## src/rtl/hebp_ram.sv

```systemverilog
// Generic single-port-write, single-read synchronous RAM, registered read data.
// No dependencies.
`default_nettype none
module hebp_ram #(
  parameter int WIDTH = 8,
  parameter int DEPTH = 16
) (
  input  wire logic                     clk,
  input  wire logic                     we,
  input  wire logic [$clog2(DEPTH)-1:0] waddr,
  input  wire logic [WIDTH-1:0]         wdata,
  input  wire logic [$clog2(DEPTH)-1:0] raddr,
  output logic      [WIDTH-1:0]         rdata
);
  logic [WIDTH-1:0] mem [DEPTH];

  always_ff @(posedge clk) begin
    if (we) begin
      mem[waddr] <= wdata;
    end
    rdata <= mem[raddr];
  end
endmodule
`default_nettype wire
```

## config.mk

```make
export PLATFORM = sky130hd
export DESIGN_NAME = hebp_ram
export DESIGN_NICKNAME = d
export VERILOG_FILES = /design/src/rtl/hebp_ram.sv
export SDC_FILE = /design/constraint.sdc
export NUM_CORES = 1
export LEC_CHECK = 0
export BUFFER_PORTS_ARGS = -buffer_cell sky130_fd_sc_hd__buf_4
export CAP_MARGIN = 10
export CELL_PAD_IN_SITES_DETAIL_PLACEMENT = 1
export CELL_PAD_IN_SITES_GLOBAL_PLACEMENT = 1
export CORE_MARGIN = 5
export CORE_UTILIZATION = 52
export CTS_BUF_LIST = sky130_fd_sc_hd__clkbuf_4 sky130_fd_sc_hd__clkbuf_8
export CTS_CLUSTER_SIZE = 14
export DETAILED_ROUTE_END_ITERATION = 10
export PLACE_DENSITY = 0.83
export SLEW_MARGIN = 25
export SYNTH_ARGS = -nofsm -noshare
export SYNTH_HDL_FRONTEND = slang
export SYNTH_SLANG_ARGS = --single-unit
```

## constraint.sdc

```tcl
create_clock -name clk -period 2 [get_ports clk]
set_clock_uncertainty 0.2 [all_clocks]
set_input_delay 0 -clock clk [delete_from_list [all_inputs] [get_ports clk]]
set_output_delay 0 -clock clk [all_outputs]
set_load 0.02 [all_outputs]
```

# Word level (Yosys, flattened, before mapping)
# Memory sizes are Yosys's and may differ from the RTL's. A register that Yosys moved wholly into a read port is not among the register bits.
# Index checks and enable logic that the tools add are counted.
# Widths: inputs -> output; s select.
dict set report totals {
  ff_bits 0
  mem_bits_rw 128
  in_bits 18
  mem_count 1
}
# name words width rd rd_clocked_by_memory_dff write_ports line_no
set mem_list {}
lappend mem_list {mem 16 8 1 1 1 15} ;# logic [WIDTH-1:0] mem [DEPTH];
dict set report op_classes {
  muxes 2
}
# operator n
set ops {}
lappend ops {{$mux 1} 2}

# Longest topological paths before layout
# Gate-level depths: netlist (run 1).
dict set report logic_depth {
  ltp_word 2
  depth_mapped 5
  mapped_depth_nobuf 3
}

# Worst setup path before layout (run 1)
# OpenSTA, ideal clock, no wires.
dict set report synth_timing {
  kind {input -> register}
  startpoint {in waddr[2]}
  endpoint {mem mem[0][0], enable pin}
  arrival_ns 1.110
  slack_ns 0.307
  cell_stages 2
  path_buffers 0
  path_cell_list {or3b_2 -> nor3_1}
}
# item line_no
set synth_rtl {}
lappend synth_rtl {{start, declared} 10} ;# input wire logic [$clog2(DEPTH)-1:0] waddr,
lappend synth_rtl {{end, declared} 15}
# Straight into the memory's write port.

# Worst setup path after layout (run 1)
dict set report layout_timing {
  startpoint {in waddr[3]}
  endpoint {mem mem[4][1], enable pin}
}
# Straight into the memory's write port.

==> results of run 1 <==
[cells by family after synthesis]
| group | after synthesis |
|---|---|
| flip-flops | 136 |
| AND/OR/NAND/NOR | 35 |
| AO/OA/AOI/OAI | 16 |
| multiplexers | 32 |
| buffers and inverters | 10 |
[what timing repair did]
item / CTS / global route
endpoints found under the hold margin: 171 / 0
hold buffers: 17 / 0
setup buffers: 0 / 0
[layout make-up]
cell class              instances  area [sq um]  share of cell area
well taps                     133           166              0.0268
clock buffers                  18           241              0.0388
multi-input cells              83          1060               0.170
clock inverters                14           229              0.0368
flip-flops and latches        136          4000               0.644
repair buffers                 62           520              0.0837
[cells in the final DEF, fill, tap and decap left out, types with 3 or more instances in the layout]
master,n
bufinv_16,6
clkinv_4,3
mux4_2,18
a22oi_1,16
nand2_1,9
mux4_1,14
buf_4,44
clkinv_2,3
clkbuf_8,17
nor3_1,4
nor2_1,13
edfxtp_1,128
dfxtp_1,8
dlygate4sd3_1,17
[flip-flops by register name, indices dropped and copies added (netlist names)]
register,cells
mem,128
rdata,8
[through the flow]
step	std cells	setup slack (ns)	hold slack [ns]	instance area, sq um	utilization
finish	446	0.104	0.0759	6220	0.639
global route	446	0.0847	0.0683	6220	0.639
CTS	446	0.159	0.0412	6220	0.639
detailed placement	397	0.289	0.112	5580	0.573
global placement	397	0.333	0.0933	5580	0.573
floorplan	229	0.307	-0.101	5150	-
[final timing paths]
kind	from	end	slack (ns)	cells after the start
worst min register to register	mem[13][7]$_DFFE_PP_	rdata[7]$_DFF_P_	0.48	3
worst max-delay path	waddr[3]	mem[4][1]$_DFFE_PP_	0.10	6
worst max register to register	mem[5][1]$_DFFE_PP_	rdata[1]$_DFF_P_	0.41	3
worst min-delay path	raddr[1]	rdata[7]$_DFF_P_	0.08	4
[worst register-to-register path: stages (launching register included)]
cell and delay (ns):
edfxtp_1 0.42, mux4_1 0.61, a22oi_1 0.18, nand2_1 0.07
[power breakdown]
part / internal (mW) / total, mW / switching [mW]
clock network: 1.62 / 2.62 / 1.00
logic: 0.169 / 0.365 / 0.197
registers: 3.18 / 3.20 / 0.0217
total: 4.97 / 6.19 / 1.22
[per-layer routing]
metal | up-vias | global-route usage
met5 | - | 0
met4 | 0 | 0.0686
met3 | 13 | 0.0440
met2 | 112 | 0.361
met1 | 1338 | 0.289
li1 | 1112 | -
==> run summary, run 1 <==
Wire per inst = 25.9 um
IR drop worst, VDD = 0.463 mV
Mux cell area share after synthesis = 0.150
Diode count = 0
Synth Area in Adders = 0
Pins Over Slew Limit = 0
Synthesized Nets = 247
Largest net degree at the start of global routing = 33
Final net count = 318
CP max FO = 8
Slowest cell on the critical path = dlygate4sd3_1
CP Data Arrival Time = 1.81 ns
Wirelength, routed = 11.5 mm
1st-pass router iterations = 4
Total of max-cap violations = 0
CTS tree = done
Initial antenna violation count = 0
Vias = 2,575
Starting Density = 0.529
Drt via density = 5.77
Io pins = 26
Asr flop ratio synth = 0
Setup crit start kind = input port
RD Place Congestion = 0.701
Maximum root-to-sink buffer count = 2
Max Fclk = 527 MHz
Yosys top cell area share = 0.747
Status = complete, no violations
Post-Synthesis Cell Area = 5150 sq um
Site Rows = 36
Die X = 109 um
RSZ-0062 raised after global routing = no
Yosys cell types = 19
Simple-gate share of the synthesized area = 0.0318
Die Y = 109 um
Wire length on met3 = 723 um
M1 wire length = 4.64 mm
Filler Cells Inserted = 839
Leading area contributor after synthesis = edfxtp_1
Worst Path Required = 1.91 ns
Synth Area in XOR/XNOR = 0
Total of warnings raised by yosys = 0
Cell with the most instances after synthesis = edfxtp_1
Cell count after synthesis = 229
CTS Sinks = 136
Total Power = 6.19 mW
Metal2 WL = 6.02 mm
Total track usage = 0.217
Worst Path Buf+Inv = 4
LEAKAGE = 2.14 nW
Sequential-to-total area share from yosys stat = 0.778
Worst-skew pair later-pin latency = 0.41 ns
Worst-path clk slew = 0.07 ns
CP Class = in -> reg
CTS H-Tree Depth = 4
# DRC = 0
Main combinational cell family by area after synthesis = multiplexers
Vias in the first global route = 2,792
Setup-failing EPs final = 0
Resized cells post-CTS = 0
Layout area overhead = 20.8%
TritonCTS Buffers = 17
Layout cell share with drive strength beyond 1 = 0.300
Initial DRC count = 263
Global route total overflow = 0
Final hold vios = 0
Power per standard cell area = 995 nW/um^2
Mapped Avg Cell Area = 22.5 sq um
Max Used Layer = met4
Hold WC Path Type = in -> reg
Setup TNS = 0 ns
Crit path cell chain = dlygate4sd3_1 -> buf_4 -> nand3b_1 -> nor3_1 -> dlygate4sd3_1 -> buf_4
Fin crit period = 1.90 ns
Synth top area cells = edfxtp_1 (75%), mux4_2 (7.9%), mux4_1 (7.1%)
Die Area = 12,000 sq um
Port Buffers = 25
First-pass GRT wire length = 17.7 mm
Post-synth top cells = edfxtp_1 (128), mux4_2 (18), a22oi_1 (16), mux4_1 (14), nor2_1 (13)
Kind of end point of the critical path = register
Crit path max-delay family = buffers and inverters
Clk root buf = clkbuf_8
Worst Tran Pin Value = 0.470 ns
Worst path max stage delay = 0.57 ns
Dpl hpwl = 7.13 mm
Seq cells post-synth = 136
Compound-Gate Fraction of Synth Area = 0.0233
Primary FF master, synth = edfxtp_1
Number of flops mapped to enable cells by yosys = 128
Final worst path period share = 0.948
ANT nets after route = 0
Core footprint = 9730 sq um
Slew HR = 0.687
(Power assumes the default switching activity.)
==> inputs of run 2 (changes only) <==
==> constraint.sdc (replaced) <==
create_clock -name clk -period 1.8 [get_ports clk]
set_clock_uncertainty 0.2 [all_clocks]
set_input_delay 0 -clock clk [delete_from_list [all_inputs] [get_ports clk]]
set_output_delay 0 -clock clk [all_outputs]
set_load 0.02 [all_outputs]
==> run 2 against run 1 <==
Against the previous run: flip-flop and latch count is the same; clock-buffer cell count grew 3; highest routed layer unchanged; setup slack lost 0.068 ns; first-iteration DRC count shrank 40%; non-clock buffer count grew 4; clock power grew 6%; register-to-register slack lost 0.20 ns; critical endpoint is now rdata[6]$_DFF_P_; combinational power grew 13%; die area is the same; via count shrank 1.2%; design area grew 0.54%.
==> run summary, run 2 (synthesized netlist as in run 1, its figures left out) <==
Status = complete, no violations (unchanged)
Setup TNS = 0 ns (unchanged)
Setup crit start kind = input port (unchanged)
Hold WC Path Type = in -> reg (unchanged)
Vias = 2,544 (was 2,575)
Top reg by flops = mem (unchanged)
CTS tree = done (unchanged)
FF-to-FF Start = mem[5][1]$_DFFE_PP_ (unchanged)
Pins Over Slew Limit = 0 (unchanged)
Vias in the first global route = 2,838 (was 2,792)
Reg-to-Reg End = rdata[1]$_DFF_P_ (unchanged)
Final worst path period share = 0.980
Area after DPL = 5620 sq um (was 5580 sq um)
Global route total overflow = 0 (unchanged)
Site Rows = 36 (unchanged)
Layout area overhead = 21.5% (was 20.8%)
Worst Path Required = 1.90 ns (was 1.91 ns)
TritonCTS Buffers = 17 (unchanged)
Fin cells = 450 (was 446)
# DRC = 0 (unchanged)
Die Y = 109 um (unchanged)
Post-CTS Setup Bufs = 0 (unchanged)
Die X = 109 um (unchanged)
Kind of end point of the critical path = register (unchanged)
Most common cell after layout, fill and taps aside = edfxtp_1 (unchanged)
Final net count = 322 (was 318)
CTS Sinks = 136 (unchanged)
Total track usage = 0.202 (was 0.217)
Worst setup margin = 0.0354 ns (was 0.104 ns)
Layout cell share with drive strength beyond 1 = 0.319 (was 0.300)
Diode count = 0 (unchanged)
Crit path max-delay family = buffers and inverters (unchanged)
Worst Path Buf+Inv = 4 (unchanged)
1st-pass router iterations = 4 (unchanged)
Max FFs per register = 128 (unchanged)
Port Buffers = 25 (unchanged)
R2R Setup Slk = 0.21 ns (was 0.41 ns)
CTS H-Tree Depth = 4 (unchanged)
Initial antenna violation count = 0 (unchanged)
Worst path max stage delay = 0.55 ns (was 0.57 ns)
Starting Density = 0.529 (unchanged)
Most frequent cells in the layout = edfxtp_1 (128), buf_4 (46), clkbuf_8 (20) (was edfxtp_1 (128), buf_4 (44), mux4_2 (18))
Fin crit period = 1.76 ns
R2R depth = 3 (unchanged)
CP Data Arrival Time = 1.86 ns (was 1.81 ns)
Total Power = 6.75 mW (was 6.19 mW)
RD Place Congestion = 0.761 (was 0.701)
Worst Setup Slack post-DPL = 0.226 ns (was 0.289 ns)
Largest net degree at the start of global routing = 22 (was 33)
Final hold vios = 0 (unchanged)
Wire per inst = 23.9 um (was 25.9 um)
Clk root buf = clkbuf_8 (unchanged)
Worst-skew pair later-pin latency = 0.43 ns (was 0.41 ns)
IR drop worst, VDD = 0.475 mV (was 0.463 mV)
CP max FO = 8 (unchanged)
RSZ-0062 raised after global routing = no (unchanged)
Max Fclk = 567 MHz
Drt via density = 5.65 (was 5.77)
Slowest cell on the critical path = dlygate4sd3_1 (unchanged)
ANT nets after route = 0 (unchanged)
Wirelength, routed = 10.7 mm (was 11.5 mm)
Slew HR = 0.629 (was 0.687)
Hold Crit Start = waddr[3] (was raddr[1])
Core footprint = 9730 sq um (unchanged)
CP startpoint = raddr[3] (was waddr[3])
LEAKAGE = 2.15 nW (was 2.14 nW)
Placed Cells = 401 (was 397)
Io pins = 26 (unchanged)
Total of max-cap violations = 0 (unchanged)
CP Class = in -> reg (unchanged)
First-pass GRT wire length = 16.7 mm (was 17.7 mm)
Filler Cells Inserted = 828 (was 839)
Worst Tran Pin Value = 0.555 ns (was 0.470 ns)
Crit path cell chain = dlygate4sd3_1 -> buf_4 -> nor2b_1 -> dlygate4sd3_1 -> buf_4 -> a22oi_1 -> nand2_1 (was dlygate4sd3_1 -> buf_4 -> nand3b_1 -> nor3_1 -> dlygate4sd3_1 -> buf_4)
Worst-path clk slew = 0.08 ns (was 0.07 ns)
Initial DRC count = 157 (was 263)
Critical path depth = 7 (was 6)
Dpl hpwl = 6.64 mm (was 7.13 mm)
Setup-failing EPs final = 0 (unchanged)
Post-route design area = 6250 sq um (was 6220 sq um)
Die Area = 12,000 sq um (unchanged)
Register Area = 4000 sq um (unchanged)
Power per standard cell area = 1080 nW/um^2 (was 995 nW/um^2)
Maximum root-to-sink buffer count = 2 (unchanged)
Top Registers = mem (128), rdata (8) (unchanged)
Multi-input gate area = 1060 sq um (about the same)
CP Capture Point = rdata[6]$_DFF_P_ (was mem[4][1]$_DFFE_PP_)
## run 2: worst min path at each step
stage | to | slack, ns | cells after the start
finish | mem[7][0]$_DFFE_PP_ | 0.04 | 4
detailed placement | mem[7][4]$_DFFE_PP_ | 0.12 | 1
global route | mem[5][6]$_DFFE_PP_ | 0.04 | 4
global placement | mem[6][5]$_DFFE_PP_ | 0.10 | 1
CTS | mem[7][1]$_DFFE_PP_ | 0.01 | 4
floorplan | mem[0][0]$_DFFE_PP_ | -0.10 | 0
## run 2: tightest hold or removal path: stages
cell and delay, ns:
buf_4 0.09, nand3b_1 0.17, nor2_1 0.08, buf_4 0.16
## run 2: final cells by class
class                           count  area share
Clock buffer                       21      0.0452
Clock inverter                     11      0.0272
Multi-Input combinational cell     83       0.170
Sequential cell                   136       0.640
Tap cell                          133      0.0266
Timing Repair Buffer               66      0.0907
## run 2: layer usage
layer / part of all wire / vias up / global-route usage
met5: 0 / - / 0
met4: 0.021 / 0 / 0.0864
met3: 0.048 / 20 / 0.0482
met2: 0.52 / 86 / 0.331
met1: 0.41 / 1318 / 0.260
li1: - / 1120 / -
## run 2: where the power goes
part	internal, mW	total [mW]	switching (mW)
logic	0.194	0.413	0.220
registers	3.54	3.56	0.0205
clock network	1.64	2.78	1.14
total	5.37	6.75	1.38
## run 2: metrics by stage
stage           util  hold slack (ns)
2_1_floorplan      -           -0.101
3_3_place_gp   0.578            0.102
3_5_place_dp   0.578            0.118
4_1_cts        0.642           0.0122
5_1_grt        0.643           0.0397
6_report       0.643           0.0441
## run 2: timing repair
action / CTS / global route
resized for setup: 0 / 2
endpoints found under the setup margin: 0 / 9
endpoints found under the hold margin: 175 / 0
hold buffers: 17 / 0
